File: src/hdl/sipq_pkg.sv
// shared constants, codes and state type for the sorted insert priority queue
// no dependencies; used by the interfaces, the top level and the checker
`timescale 1ns / 1ps

package sipq_pkg;

	// store geometry
	localparam int CAPACITY = 16;
	localparam int ADDR_W   = $clog2(CAPACITY);
	localparam int CNT_W    = $clog2(CAPACITY + 1);
	localparam int KEY_W    = 32;
	localparam int STAT_W   = 2;

	// action codes
	localparam logic ACT_INSERT = 1'b0;
	localparam logic ACT_REMOVE = 1'b1;

	// result status codes
	localparam logic [STAT_W-1:0] STAT_INSERTED = 2'd0;
	localparam logic [STAT_W-1:0] STAT_FULL     = 2'd1;
	localparam logic [STAT_W-1:0] STAT_REMOVED  = 2'd2;
	localparam logic [STAT_W-1:0] STAT_EMPTY    = 2'd3;

	// sequencer states
	typedef enum logic [2:0] {
		ST_IDLE,
		ST_INS_RD,
		ST_INS_CMP,
		ST_REM_HEAD,
		ST_REM_TAKE,
		ST_REM_RD,
		ST_REM_WR,
		ST_DONE
	} state_t;

endpackage

File: src/hdl/sipq_in_if.sv
// operation channel of the priority queue: valid/ready plus action and key
// depends on sipq_pkg
`timescale 1ns / 1ps

interface sipq_in_if;
	logic                      valid;
	logic                      ready;
	logic                      action;
	logic [sipq_pkg::KEY_W-1:0] key;

	modport source (output valid, output action, output key, input ready);
	modport sink   (input valid, input action, input key, output ready);
endinterface

File: src/hdl/sipq_out_if.sv
// result channel of the priority queue: valid/ready plus status, key and occupancy
// depends on sipq_pkg
`timescale 1ns / 1ps

interface sipq_out_if;
	logic                        valid;
	logic                        ready;
	logic [sipq_pkg::STAT_W-1:0] status;
	logic [sipq_pkg::KEY_W-1:0]  removed_key;
	logic [sipq_pkg::CNT_W-1:0]  occupancy;

	modport source (output valid, output status, output removed_key, output occupancy,
		input ready);
	modport sink   (input valid, input status, input removed_key, input occupancy,
		output ready);
endinterface

File: src/hdl/sipq_ram.sv
// generic single write port, single read port ram with registered read data
// no dependencies
`timescale 1ns / 1ps

module sipq_ram #(
	parameter int  WIDTH = 32,
	parameter int  DEPTH = 16,
	localparam int AW    = $clog2(DEPTH)
) (
	input  logic             clk,
	input  logic             we,
	input  logic [AW-1:0]    waddr,
	input  logic [WIDTH-1:0] wdata,
	input  logic [AW-1:0]    raddr,
	output logic [WIDTH-1:0] rdata
);

	logic [WIDTH-1:0] mem_q [DEPTH];
	logic [WIDTH-1:0] rdata_q;

	// write port
	always_ff @(posedge clk) begin
		if (we) begin
			mem_q[waddr] <= wdata;
		end
	end

	// registered read port
	always_ff @(posedge clk) begin
		rdata_q <= mem_q[raddr];
	end

	assign rdata = rdata_q;

endmodule

File: src/hdl/sorted_insert_priority_queue.sv
// top level of the sorted insert priority queue: sequencer, compare unit, result register
// depends on sipq_pkg, sipq_in_if, sipq_out_if and sipq_ram
`timescale 1ns / 1ps

//  channel   | dir | payload                              | handshake
//  ----------+-----+--------------------------------------+-------------------
//  in_ch     | in  | action, key                          | valid / ready
//  out_ch    | out | status, removed_key, occupancy       | valid / ready
//  cfg       | in  | cfg_wr_data (largest_first)          | cfg_wr_en, no wait
//
//  insert: INS_RD reads the entry ahead and INS_CMP moves it back while the new key
//  outranks it; the key is written where the walk stops or at the front; remove:
//  REM_HEAD reads the head, REM_TAKE keeps it, REM_RD and REM_WR move each later entry
//  forward; the single ram read port and the one key compare unit serialise these steps
//  in_ch.ready is high only while the sequencer is idle; a finished result waits in
//  the output register, and the next operation can be taken while it waits
//  arst_n clears the entry count, the sequencer and the result valid; direction resets to 1

module sorted_insert_priority_queue (
	input  logic        clk,
	input  logic        arst_n,
	input  logic        cfg_wr_en,
	input  logic        cfg_wr_data,
	sipq_in_if.sink     in_ch,
	sipq_out_if.source  out_ch
);

	import sipq_pkg::*;

	state_t               state_q, state_d;
	logic                 largest_first_q;
	logic [CNT_W-1:0]     count_q;
	logic [ADDR_W-1:0]    pos_q;
	logic [CNT_W-1:0]     idx_q;
	logic [KEY_W-1:0]     key_q;
	logic [KEY_W-1:0]     removed_q;
	logic [STAT_W-1:0]    status_q;

	logic                 out_valid_q;
	logic [STAT_W-1:0]    out_status_q;
	logic [KEY_W-1:0]     out_removed_q;
	logic [CNT_W-1:0]     out_occ_q;

	logic                 in_fire;
	logic                 out_load;
	logic                 is_full;
	logic                 is_empty;
	logic                 outrank;
	logic                 walk_end;
	logic                 sweep_end;
	logic [CNT_W-1:0]     idx_prev;

	logic                 ram_we;
	logic [ADDR_W-1:0]    ram_waddr;
	logic [KEY_W-1:0]     ram_wdata;
	logic [ADDR_W-1:0]    ram_raddr;
	logic [KEY_W-1:0]     ram_rdata;

	// handshake and status flags
	assign in_fire   = in_ch.valid && in_ch.ready;
	assign out_load  = !out_valid_q || out_ch.ready;
	assign is_full   = (count_q == CNT_W'(CAPACITY));
	assign is_empty  = (count_q == '0);
	assign walk_end  = (pos_q == '0);
	assign sweep_end = (idx_q == count_q);
	assign idx_prev  = idx_q - 1'b1;

	// shared compare unit: new key strictly ahead of the stored key
	assign outrank = largest_first_q ? (key_q > ram_rdata) : (key_q < ram_rdata);

	// entry store
	sipq_ram #(
		.WIDTH (KEY_W),
		.DEPTH (CAPACITY)
	) u_ram (
		.clk   (clk),
		.we    (ram_we),
		.waddr (ram_waddr),
		.wdata (ram_wdata),
		.raddr (ram_raddr),
		.rdata (ram_rdata)
	);

	// next state
	always_comb begin
		state_d = state_q;
		unique case (state_q)
			ST_IDLE: begin
				if (in_fire) begin
					if (in_ch.action == ACT_INSERT) begin
						state_d = is_full ? ST_DONE : ST_INS_RD;
					end else begin
						state_d = is_empty ? ST_DONE : ST_REM_HEAD;
					end
				end
			end
			ST_INS_RD:   state_d = walk_end ? ST_DONE : ST_INS_CMP;
			ST_INS_CMP:  state_d = outrank ? ST_INS_RD : ST_DONE;
			ST_REM_HEAD: state_d = ST_REM_TAKE;
			ST_REM_TAKE: state_d = ST_REM_RD;
			ST_REM_RD:   state_d = sweep_end ? ST_DONE : ST_REM_WR;
			ST_REM_WR:   state_d = ST_REM_RD;
			ST_DONE:     state_d = out_load ? ST_IDLE : ST_DONE;
			default:     state_d = ST_IDLE;
		endcase
	end

	// ram port control per state
	always_comb begin
		ram_we    = 1'b0;
		ram_waddr = pos_q;
		ram_wdata = key_q;
		ram_raddr = '0;
		unique case (state_q)
			ST_INS_RD: begin
				if (walk_end) begin
					ram_we = 1'b1;
				end else begin
					ram_raddr = pos_q - 1'b1;
				end
			end
			ST_INS_CMP: begin
				ram_we    = 1'b1;
				ram_wdata = outrank ? ram_rdata : key_q;
			end
			ST_REM_RD: begin
				ram_raddr = idx_q[ADDR_W-1:0];
			end
			ST_REM_WR: begin
				ram_we    = 1'b1;
				ram_waddr = idx_prev[ADDR_W-1:0];
				ram_wdata = ram_rdata;
			end
			default: begin
				ram_we = 1'b0;
			end
		endcase
	end

	assign in_ch.ready = (state_q == ST_IDLE);

	// control registers
	always_ff @(posedge clk or negedge arst_n) begin
		if (!arst_n) begin
			state_q         <= ST_IDLE;
			largest_first_q <= 1'b1;
			count_q         <= '0;
			pos_q           <= '0;
			idx_q           <= '0;
			out_valid_q     <= 1'b0;
		end else begin
			state_q <= state_d;
			if (cfg_wr_en) begin
				largest_first_q <= cfg_wr_data;
			end
			// walk and sweep counters
			if (in_fire) begin
				pos_q <= count_q[ADDR_W-1:0];
				idx_q <= CNT_W'(1);
			end else if (state_q == ST_INS_CMP && outrank) begin
				pos_q <= pos_q - 1'b1;
			end else if (state_q == ST_REM_WR) begin
				idx_q <= idx_q + 1'b1;
			end
			// entry count
			if ((state_q == ST_INS_RD && walk_end) || (state_q == ST_INS_CMP && !outrank)) begin
				count_q <= count_q + 1'b1;
			end else if (state_q == ST_REM_RD && sweep_end) begin
				count_q <= count_q - 1'b1;
			end
			// result valid
			if (state_q == ST_DONE && out_load) begin
				out_valid_q <= 1'b1;
			end else if (out_ch.ready) begin
				out_valid_q <= 1'b0;
			end
		end
	end

	// operation payload and result fields
	always_ff @(posedge clk) begin
		if (in_fire) begin
			key_q     <= in_ch.key;
			removed_q <= '0;
			if (in_ch.action == ACT_INSERT) begin
				status_q <= is_full ? STAT_FULL : STAT_INSERTED;
			end else begin
				status_q <= is_empty ? STAT_EMPTY : STAT_REMOVED;
			end
		end else if (state_q == ST_REM_TAKE) begin
			removed_q <= ram_rdata;
		end
		if (state_q == ST_DONE && out_load) begin
			out_status_q  <= status_q;
			out_removed_q <= removed_q;
			out_occ_q     <= count_q;
		end
	end

	assign out_ch.valid       = out_valid_q;
	assign out_ch.status      = out_status_q;
	assign out_ch.removed_key = out_removed_q;
	assign out_ch.occupancy   = out_occ_q;

endmodule

File: src/flat_wrapper.sv
// flat-port wrapper written by rule: the top's interface ports become plain ports
module sorted_insert_priority_queue_flat import sipq_pkg::*;
  (clk, arst_n, cfg_wr_en, cfg_wr_data, in_ch_valid, in_ch_action, in_ch_key, in_ch_ready, out_ch_valid, out_ch_status, out_ch_removed_key, out_ch_occupancy, out_ch_ready);
  sipq_in_if in_ch_i ();
  sipq_out_if out_ch_i ();
  input  logic clk;
  input  logic arst_n;
  input  logic cfg_wr_en;
  input  logic cfg_wr_data;
  input wire logic [$bits(in_ch_i.valid)-1:0] in_ch_valid;
  input wire logic [$bits(in_ch_i.action)-1:0] in_ch_action;
  input wire logic [$bits(in_ch_i.key)-1:0] in_ch_key;
  output wire logic [$bits(in_ch_i.ready)-1:0] in_ch_ready;
  output wire logic [$bits(out_ch_i.valid)-1:0] out_ch_valid;
  output wire logic [$bits(out_ch_i.status)-1:0] out_ch_status;
  output wire logic [$bits(out_ch_i.removed_key)-1:0] out_ch_removed_key;
  output wire logic [$bits(out_ch_i.occupancy)-1:0] out_ch_occupancy;
  input wire logic [$bits(out_ch_i.ready)-1:0] out_ch_ready;
  assign in_ch_i.valid = in_ch_valid;
  assign in_ch_i.action = in_ch_action;
  assign in_ch_i.key = in_ch_key;
  assign in_ch_ready = in_ch_i.ready;
  assign out_ch_valid = out_ch_i.valid;
  assign out_ch_status = out_ch_i.status;
  assign out_ch_removed_key = out_ch_i.removed_key;
  assign out_ch_occupancy = out_ch_i.occupancy;
  assign out_ch_i.ready = out_ch_ready;
  sorted_insert_priority_queue u_core (.clk(clk), .arst_n(arst_n), .cfg_wr_en(cfg_wr_en), .cfg_wr_data(cfg_wr_data), .in_ch(in_ch_i), .out_ch(out_ch_i));
endmodule
File: config.mk
export PLATFORM = sky130hd
export DESIGN_NAME = sorted_insert_priority_queue_flat
export DESIGN_NICKNAME = d
export VERILOG_FILES = /design/src/hdl/sipq_pkg.sv /design/src/hdl/sipq_in_if.sv /design/src/hdl/sipq_out_if.sv /design/src/hdl/sipq_ram.sv /design/src/hdl/sorted_insert_priority_queue.sv /design/src/flat_wrapper.sv
export SDC_FILE = /design/constraint.sdc
export NUM_CORES = 1
export LEC_CHECK = 0
export BUFFER_PORTS_ARGS = -buffer_cell sky130_fd_sc_hd__buf_4
export CORE_AREA = 2 2 270 272
export DETAILED_ROUTE_END_ITERATION = 8
export DIE_AREA = 0 0 272 274
export PLACE_DENSITY = 0.54
export REMOVE_ABC_BUFFERS = 1
export SYNTH_ARGS = -nofsm -noshare
export SYNTH_HDL_FRONTEND = slang
export SYNTH_SLANG_ARGS = --single-unit
File: constraint.sdc
create_clock -name clk -period 4.25 [get_ports clk]
set_input_delay 0.85 -clock clk [delete_from_list [all_inputs] [get_ports clk]]
set_output_delay 0.85 -clock clk [all_outputs]
set_load 0.05 [all_outputs]
**Word-level counts from Yosys, hierarchy flattened**

Memories as Yosys holds them, arrays and structs flattened. A register that Yosys moved wholly into a read port is not among the register bits.
Index checks and enable logic that the tools add are counted.

- Memory bits (writable): 512
- Memories kept: 1
- Bits in registers: 124
- Input bits: 39
- Output and inout bits: 41

- Add/subtract/negate cells: 5
- Equality and inequality tests: 11
- Reductions and logical operators: 20
- Mux-type cells: 31
- Order comparisons: 2

Memories:

| memory | words | width | rd ports | clocked after Yosys merged registers in | wr ports | RTL line | source |
|---|---|---|---|---|---|---|---|
| u_core.u_ram.mem_q | 16 | 32 | 1 | 1 | 1 | sipq_ram.sv:18 | `logic [WIDTH-1:0] mem_q [DEPTH];` |

Operator list:

| cell | count |
|---|---|
| $pmux W32 S2 | 1 |
| $gt A32 B32 Y1 | 1 |
| $lt A32 B32 Y1 | 1 |
| $mux W32 | 1 |
| $mux W5 | 5 |
| $mux W3 | 7 |
| $pmux W3 S7 | 1 |
| $mux W4 | 4 |
| $eq A3 B3 Y1 const B | 4 |
| $add A5 B1 Y5 const B | 2 |
| $mux W1 | 9 |
| $pmux W4 S2 | 1 |
| $reduce_bool A2 Y1 | 4 |
| $sub A4 B1 Y4 const B | 2 |
| $eq A3 B2 Y1 const B | 2 |
| $logic_and A1 B1 Y1 | 6 |
| $eq A5 B5 Y1 | 1 |
| $eq A5 B5 Y1 const B | 1 |
| $logic_not A5 Y1 | 1 |
| $sub A5 B1 Y5 const B | 1 |
| $logic_not A4 Y1 | 1 |
| $reduce_or A2 Y1 | 2 |
| $eq A3 B1 Y1 const B | 1 |
| $logic_not A3 Y1 | 1 |
| other kinds (7) | 9 |

**Depth between registers and ports, before layout**

Gate-level depths: netlist of run 1.

- Word-level depth: 6
- Mapped depth: 15
- Mapped depth without buffers: 15

**Modules after synthesis**

A second synthesis of run 1 with hierarchy kept.

- Cell total of the unflattened synthesis: 1373
- Area, all modules: 25728.4 µm²

By module, submodules not included:

| module | instances | sequential area each (µm²) | cells an instance | area an instance (µm²) |
|---|---|---|---|---|
| sipq_ram | 1 | 16015.4 | 838 | 19854.0 |
| sorted_insert_priority_queue | 1 | 3309.4 | 535 | 5874.4 |

**Worst setup path after synthesis of run 1**

Ideal clock, no wire load.

- Path kind: register to register
- Start: reg u_core.state_q[1]
- End: reg u_core.key_q[0], enable pin
- Setup slack: 470 ps
- Clock period less this slack: 3780 ps
- Setup time: 411 ps
- Path buffers: 3
- Data arrival time: 3369 ps
- Stages on the path, launching flop included: 6
- Data required time: 3839 ps
- Cell sequence: dfrtp_1 clkbuf_1 nor3_1 and2_1 clkbuf_1 buf_1

- Longest elaborated chain between the ends: 2

RTL lines:

| what | RTL line | source |
|---|---|---|
| from (decl) | sorted_insert_priority_queue.sv:30 | `state_t state_q, state_d;` |
| from (signal assigned) | sorted_insert_priority_queue.sv:152 | `state_q <= state_d;` |
| $logic_not A3 Y1 | sorted_insert_priority_queue.sv:140 | `assign in_ch.ready = (state_q == ST_IDLE);` |
| net in_ch_ready | flat_wrapper.sv:13 | `output wire logic [$bits(in_ch_i.ready)-1:0] in_ch_ready;` |
| $logic_and A1 B1 Y1 | sorted_insert_priority_queue.sv:60 | `assign in_fire = in_ch.valid && in_ch.ready;` |
| net u_core.in_fire | sorted_insert_priority_queue.sv:44 | `logic in_fire;` |
| to (signal assigned) | sorted_insert_priority_queue.sv:183 | `key_q <= in_ch.key;` |
| to (decl) | sorted_insert_priority_queue.sv:35 | `logic [KEY_W-1:0] key_q;` |

The timed path passes the listed nets, and every way through them passes these cells.
A chain may end at the register's enable or synchronous reset.

**Final worst setup path of run 1**

- Start: reg u_core.key_q[7]
- End: reg u_core.count_q[4]

- Longest elaborated chain between the ends: 6

RTL lines:

| what | RTL line | source |
|---|---|---|
| $lt A32 B32 Y1 / $gt A32 B32 Y1 (equally long branches) | sorted_insert_priority_queue.sv:69 | `assign outrank = largest_first_q ? (key_q > ram_rdata) : (key_q < ram_rdata);` |
| $mux W1 * | sorted_insert_priority_queue.sv:69 |  |
| $logic_not A1 Y1 * | sorted_insert_priority_queue.sv:166 | `if ((state_q == ST_INS_RD && walk_end) \|\| (state_q == ST_INS_CMP && !outrank)) begin` |
| $logic_and A1 B1 Y1 * | sorted_insert_priority_queue.sv:166 |  |
| $logic_or A1 B1 Y1 * | sorted_insert_priority_queue.sv:166 |  |
| $mux W5 / $reduce_bool A2 Y1 (equally long branches) | n/a |  |
| to (signal assigned) | sorted_insert_priority_queue.sv:167 | `count_q <= count_q + 1'b1;` |
| to (signal assigned) | sorted_insert_priority_queue.sv:169 | `count_q <= count_q - 1'b1;` |
| to (decl) | sorted_insert_priority_queue.sv:32 | `logic [CNT_W-1:0] count_q;` |

Every way passes the cells marked *; elsewhere a longest branch is shown, timed or not.

==> summary.txt, run 1 <==
Power
  – Internal power: 0.0147 W
  – Share of power burned in registers: 40.8%
  – Tot Pwr: 0.0227 W
  – Combinational power share: 32.3%
  – Psw: 0.00803 W
  – Peak VDD IR: 0.499 mV
  – Sw frac: 35.4%
  – Clock power share: 26.9%
  – Pleak: 10.7 nW
  – PwrDens: 724 nW/um^2

Finish
  – Util after Layout: 43.6%
  – Fin nets: 2126
  – Fill cells: 6397
  – Commonest non-fill, non-tap cells in the layout: edfxtp_1 (585), nand2_1 (349), and2_1 (130), a211oi_1 (129), buf_4 (103)
  – Commonest non-fill, non-tap cell in the layout: edfxtp_1
  – Antenna Cells: 0
  – Post-Layout Cell Count: 3068
  – Layout area overhead: 16.2%
  – Share of cells above drive strength 1: 14.6%

Floorplan
  – Core Box Area: 72000 sq um
  – Initial core utilization: 37.5%
  – Die ar.: 74500 sq um
  – DIE WIDTH: 272 microns
  – Num rows: 99
  – I/O pin cnt: 80
  – Die height: 274 microns

Synth
  – Sequential element share of the synthesized area: 71.6%
  – Seq cells post-synth: 668
  – Synth Area per Inst: 13.7 sq um
  – Cell Area, Synth: 27000 sq um
  – Post-synth EDFFs: 585
  – Largest area contributor in the netlist: edfxtp_1
  – Synthesis Warnings: 0
  – Dominant cells by area after synthesis: edfxtp_1 (65%), nand2_1 (4.9%), dfxtp_1 (4.7%)
  – Share of flip-flops with an asynchronous set or reset: 2.84%
  – Synth Flop Type: edfxtp_1
  – Post-Syn Instances: 1976
  – Synth top area share: 65.1%
  – Number of distinct library cells after synthesis: 58

Clock tree
  – CTS buffer count: 71
  – CTS HTree Levels: 3
  – TritonCTS clock tree: done
  – Hold-fix buffers at CTS: 0
  – CTS resizes: 0
  – Clock root buffer: clkbuf_16
  – Clk sinks: 668
  – Clock latency on the worst-skew pair: 0.62 ns
  – CTS Buffer Depth: 3
  – Post-CTS Setup Inserts: 0
  – Worst-path clk slew: 0.06 ns

Setup path
  – Setup crit end kind: flip-flop
  – WP data required: 4.75 ns
  – Crit-path cells: ha_1 -> a21oi_1 -> o21ai_0 -> a221o_1 -> o311ai_0 -> o41ai_2 -> nor2_1 -> xnor2_1 -> ha_1 -> or3_1 -> a21oi_1 -> a21oi_1 -> a211o_1 -> xnor2_1
  – WS Path Type: flip-flop to flip-flop
  – Slowest stage delay, CP: 0.59 ns
  – Crit path arrival time: 4.51 ns
  – Worst setup SP type: flip-flop
  – Maximum fanout along the worst path: 4
  – Top cell by count, worst path: a21oi_1
  – Critical path's slowest cell: o311ai_0

Global route
  – GRT Residual Overflow: 0
  – Vias in the first global route: 15400
  – Largest net degree at the start of global routing: 97
  – Tot GR Track Use: 18.7%
  – Initial antenna violation count: 1
  – First-pass GRT wire length: 102000 microns

Routing
  – Post-Route WL: 70200 microns
  – Post-DRT Antenna Nets: 0
  – Drt wl/cell: 22.9 microns
  – First-pass DRT Iterations: 5
  – DR vias/cell: 5.20
  – Initial DRC count: 1313
  – DR vias: 16000
  – # DRC: 0

Timing
  – Unrepaired setup endpoints after global routing: no
  – Final setup viols: 0
  – Worst-margin pin slew: 0.975 ns
  – Min Tclk post-route: 4.01 ns
  – Period utilization: 94.4%
  – Slew headroom: 34.7%
  – Hold Fails Final Rpt: 0
  – FMAX: 249 MHz
  – Worst Skew: 0.0241 ns
  – Final Slew Violations: 0
  – Hold Slack: 0.108 ns

Place
  – Detailed Place HPWL: 37600 microns
  – Inst Count DP: 2936
  – PortBufs: 79
  – Placer Congestion: 0.752

Status
  – Outcome: finished clean

Hold path
  – Worst hold path type: input port to asynchronous set/reset pin

Run
  – Maximum capacitance violations: 0
==> flip-flops by register name, indices dropped and copies added, names as in the netlist, 2 cells and up <==
name and count:
u_core.state_q 3, u_core.out_ch.occupancy 5, u_core.u_ram.mem_q 512, u_core.count_q 5, u_core.key_q 32, u_core.out_ch.status 2, u_core.pos_q 4, u_core.idx_q 5
u_core.u_ram.rdata 32, u_core.status_q 2, u_core.removed_q 32, u_core.out_ch.removed_key 32
==> layout make-up <==
type / count / area, sq um / area share (%)
clock inverters: 38 / 320 / 1.02
flip-flops and latches: 668 / 19300 / 61.6
well taps: 959 / 1200 / 3.83
multi-input cells: 1143 / 7180 / 22.9
clock buffers: 94 / 2000 / 6.39
repair buffers: 123 / 1170 / 3.74
inverters: 43 / 161 / 0.515
==> logic make-up (layout without fill, tap and decap cells) <==
kind of cell    after synthesis  after routing  synth area share (%)
fa+ha+maj                    37             37                  1.72
compound gates              392            392                  9.45
simple gates                594            594                  10.2
flops                       668            668                  71.6
buf+inv                     165            298                  2.48
mux                         100            100                  3.90
xor+xnor                     20             20                 0.649
==> path summary, 6_finish.rpt <==
path                                           start                       endpoint  slack (ns)  cells past startpoint
worst max-delay path                 u_core.key_q[7]              u_core.count_q[4]        0.24                     14
worst min-delay path                          arst_n              u_core.count_q[1]        0.11                      1
worst max register to register       u_core.key_q[7]              u_core.count_q[4]        0.24                     14
worst min register to register  u_core.removed_q[15]  u_core.out_ch.removed_key[15]        0.43                      0
max in group asynchronous                     arst_n         u_core.largest_first_q        3.87                      1
min in group clk                           cfg_wr_en         u_core.largest_first_q        0.39                      2
==> per-layer routing <==
layer	vias to the layer above	wire length (microns)	GRT usage (%)
li1	7487	-	-
met1	7928	32200	26.2
met2	433	32400	29.9
met3	108	3910	3.35
met4	0	1710	5.47
met5	-	0	0
==> cell usage after synthesis (18+ instances only) <==
cell and n:
edfxtp_1 585, nand2_1 350, and2_1 132, a211oi_1 129, a31oi_1 98, clkbuf_1 89
mux2i_1 65, dfxtp_1 64, o21ai_0 59, a21oi_1 56, inv_1 43, ha_1 37
nor2_1 35, and3_1 33, mux2_2 33, buf_2 22, o21ai_1 22, dfrtp_1 18
==> through the flow <==
| step | setup TNS (ns) | setup WS, ns | cell area (sq um) |
|---|---|---|---|
| 5_1_grt | 0 | 0.0583 | 31400 |
| 2_1_floorplan | -215.14 | -6.73 | 26500 |
| 6_report | 0 | 0.239 | 31400 |
| 4_1_cts | 0 | 0.281 | 31400 |
| 3_3_place_gp | 0 | 0.390 | 29000 |
| 3_5_place_dp | 0 | 0.296 | 29000 |
==> power groups by stage <==
stage / clock network (W) / logic (W) / registers, W
global route: 0.00647 / 0.00809 / 0.00936
finish: 0.00609 / 0.00734 / 0.00926
detailed placement: 0 / 0.00740 / 0.00939
floorplan: 0 / 0.00449 / 0.00954
global placement: 0 / 0.00731 / 0.00936
CTS: 0.00622 / 0.00743 / 0.00926
==> critical path: cells and delay by family (launching register included) <==
family | cells | cell delay, ns
AO/OA/AOI/OAI | 8 | 2.14
XOR/XNOR | 2 | 0.23
adder cells (fa/ha/maj) | 2 | 0.56
flip-flops | 1 | 0.39
AND/OR/NAND/NOR | 2 | 0.57
Power figures use the tool's default switching activity.
==> inputs of run 2 (changes only) <==
- CORE_AREA: 2 2 270 272 -> 2 2 212 214
- DIE_AREA: 0 0 272 274 -> 0 0 214 216
- GPL_ROUTABILITY_DRIVEN: unset -> 0
- GPL_TIMING_DRIVEN: unset -> 0
- PLACE_DENSITY: 0.54 -> 0.8
==> summary.txt, run 2 (synthesis results as in run 1) <==
Status
  – Outcome: finished clean

Setup path
  – Setup crit end kind: flip-flop
  – Reg2Reg Setup Slack: 0.18 ns (-0.06 ns)
  – Worst setup SP type: flip-flop
  – Maximum fanout along the worst path: 4 (unchanged)
  – WP data required: 4.70 ns (-0.05 ns)
  – FF-to-FF Start: u_core.u_ram.rdata[29]
  – WS Path Type: flip-flop to flip-flop
  – RR Endpoint: u_core.count_q[4]
  – R2R depth: 15 (+1)
  – Crit path arrival time: 4.52 ns (about the same)

Timing
  – Final setup viols: 0 (unchanged)
  – Worst-margin pin slew: 1.08 ns (+0.101 ns)
  – Min Tclk post-route: 4.07 ns (+0.0614 ns)
  – Hold Fails Final Rpt: 0 (unchanged)
  – Worst Skew: 0.0232 ns (-0.000899 ns)
  – FMAX: 246 MHz (-1.5%)
  – Unrepaired setup endpoints after global routing: no
  – Hold Slack: 0.138 ns (+0.0307 ns)
  – Final Slew Violations: 0 (unchanged)
  – Period utilization: 95.8% (+1.4 points)
  – Setup_tns: 0 ns (unchanged)
  – Worst Slack Setup Final: 0.178 ns (-0.0614 ns)
  – Slew headroom: 28.1% (-6.6 points)

Finish
  – Reg with most FFs: u_core.u_ram.mem_q
  – Layout area overhead: 15.5%
  – Commonest non-fill, non-tap cell in the layout: edfxtp_1
  – Max FFs per register: 512 (unchanged)
  – Final instance area: 31200 sq um (-0.59%)
  – Share of cells above drive strength 1: 14.2% (-0.35 points)
  – Antenna Cells: 0 (unchanged)
  – Fin nets: 2127 (+0.047%)
  – Commonest non-fill, non-tap cells in the layout: edfxtp_1 (585), nand2_1 (349), and2_1 (130), a211oi_1 (129), a31oi_1 (98)

Routing
  – Post-Route WL: 65500 microns (-6.7%)
  – DR vias/cell: 6.36 (+22%)
  – Initial DRC count: 2176 (+66%)
  – First-pass DRT Iterations: 5 (unchanged)
  – DR vias: 17200 (+7.5%)
  – Drt wl/cell: 24.3 microns (+6.1%)
  – # DRC: 0 (unchanged)
  – Post-DRT Antenna Nets: 0 (unchanged)

Global route
  – Initial antenna violation count: 0 (-1)
  – GR Util met1: 38.3% (+12 points)
  – Met2 Track Usage GR: 45.2% (+15 points)
  – GR Util met3: 5.03% (+1.7 points)
  – Vias in the first global route: 16800 (+8.7%)
  – Layer with the highest usage: met2
  – GRT Residual Overflow: 0 (unchanged)
  – Tot GR Track Use: 28.4% (+9.6 points)
  – Largest net degree at the start of global routing: 81 (-16%)
  – First-pass GRT wire length: 98100 microns (-3.9%)

Clock tree
  – CTS Buffer Depth: 3 (unchanged)
  – CTS buffer count: 67 (-5.6%)
  – Clk sinks: 668 (unchanged)
  – Clock root buffer: clkbuf_16
  – Worst-path clk slew: 0.06 ns (about the same)
  – CTS HTree Levels: 3 (unchanged)
  – Clock latency on the worst-skew pair: 0.60 ns (-0.02 ns)
  – TritonCTS clock tree: done

Power
  – PwrDens: 728 nW/um^2 (+0.58%)
  – Pleak: 10.7 nW (+0.53%)
  – Peak VDD IR: 0.406 mV (-19%)

Place
  – PortBufs: 79 (unchanged)
  – Post-Place Setup Slack: -0.301 ns (-0.597 ns)
  – Detailed Place HPWL: 37900 microns (+0.56%)
  – Placed cell area: 29000 sq um (-0.27%)

Floorplan
  – Die ar.: 46200 sq um (-38%)
  – I/O pin cnt: 80 (unchanged)
  – Core Box Area: 43800 sq um (-39%)
  – Initial core utilization: 61.6% (+24 points)
  – Die height: 216 microns (-21%)
  – DIE WIDTH: 214 microns (-21%)
  – Num rows: 77 (-22%)

Run
  – Maximum capacitance violations: 0 (unchanged)

Hold path
  – Worst hold path type: input port to asynchronous set/reset pin
[run 2: changes by cell type in the layout (fill, tap and decap cells not counted), sizes merged]
cell      before  now
buf          123  128
clkbuf        94   98
clkinv        29   17
clkinvlp       2    1
[run 2: worst max-delay path by stage]
stage	slack, ns	start	cells past startpoint	end
after detailed placement	-0.30	u_core.u_ram.rdata[5]	11	u_core.u_ram.mem_q[13][8]
after CTS	0.003	u_core.u_ram.rdata[5]	15	u_core.count_q[4]
after global placement	-12.60	u_core.pos_q[0]	9	u_core.u_ram.rdata[8]
after global routing	0.02	u_core.u_ram.rdata[5]	15	u_core.count_q[4]
final	0.18	u_core.u_ram.rdata[29]	15	u_core.count_q[4]
after floorplan	-6.73	u_core.pos_q[0]	9	u_core.u_ram.rdata[0]
[run 2: cell type report]
class	count	area, sq um
sequential	668	19300
tap	592	741
inverter	43	161
timing repair buffer	128	1620
fill	2689	12700
multi-input combinational	1143	7230
clock inverter	25	251
clock buffer	98	1850
[run 2: metrics by stage]
stage          std cells  utilization, %  total power (W)
6_report            2697            71.1           0.0227
5_1_grt             2697            71.1           0.0237
4_1_cts             2691            71.0           0.0226
3_5_place_dp        2567            66.1           0.0168
3_3_place_gp        2525            63.4           0.0151
2_1_floorplan       1854               -           0.0140
[run 2: where the power goes]
group	switching, W	total [W]	internal, W
Combinational	0.00499	0.00769	0.00270
Clock	0.00244	0.00569	0.00325
Sequential	0.000573	0.00932	0.00874
[run 2: routing by layer]
metal  wire length, microns  share of wire (%)
met2                  30900                 47
met1                  25000                 38
met5                      0                  0
met4                   3220                4.9
met3                   6370                9.7
[run 2: critical path, stage by stage, from the launching register on]
cell,delay [ns]
dfxtp_1,0.47
inv_1,0.09
ha_1,0.32
nand4_1,0.31
nor4_4,0.08
a311oi_1,0.65
o311ai_2,0.31
o41ai_4,0.13
nor2_1,0.16
xnor2_1,0.16
ha_1,0.25
or3_1,0.33
a21oi_1,0.15
a21oi_1,0.06
a211o_1,0.31
xnor2_1,0.14
[run 2: what timing repair did]
item                       4_1_cts  5_1_grt
setup endpoints to repair      491        1
setup buffers                    1        6
pin swaps                        1        4
gates resized for setup          5        4
hold buffers                     0        0
cloned                           0        0
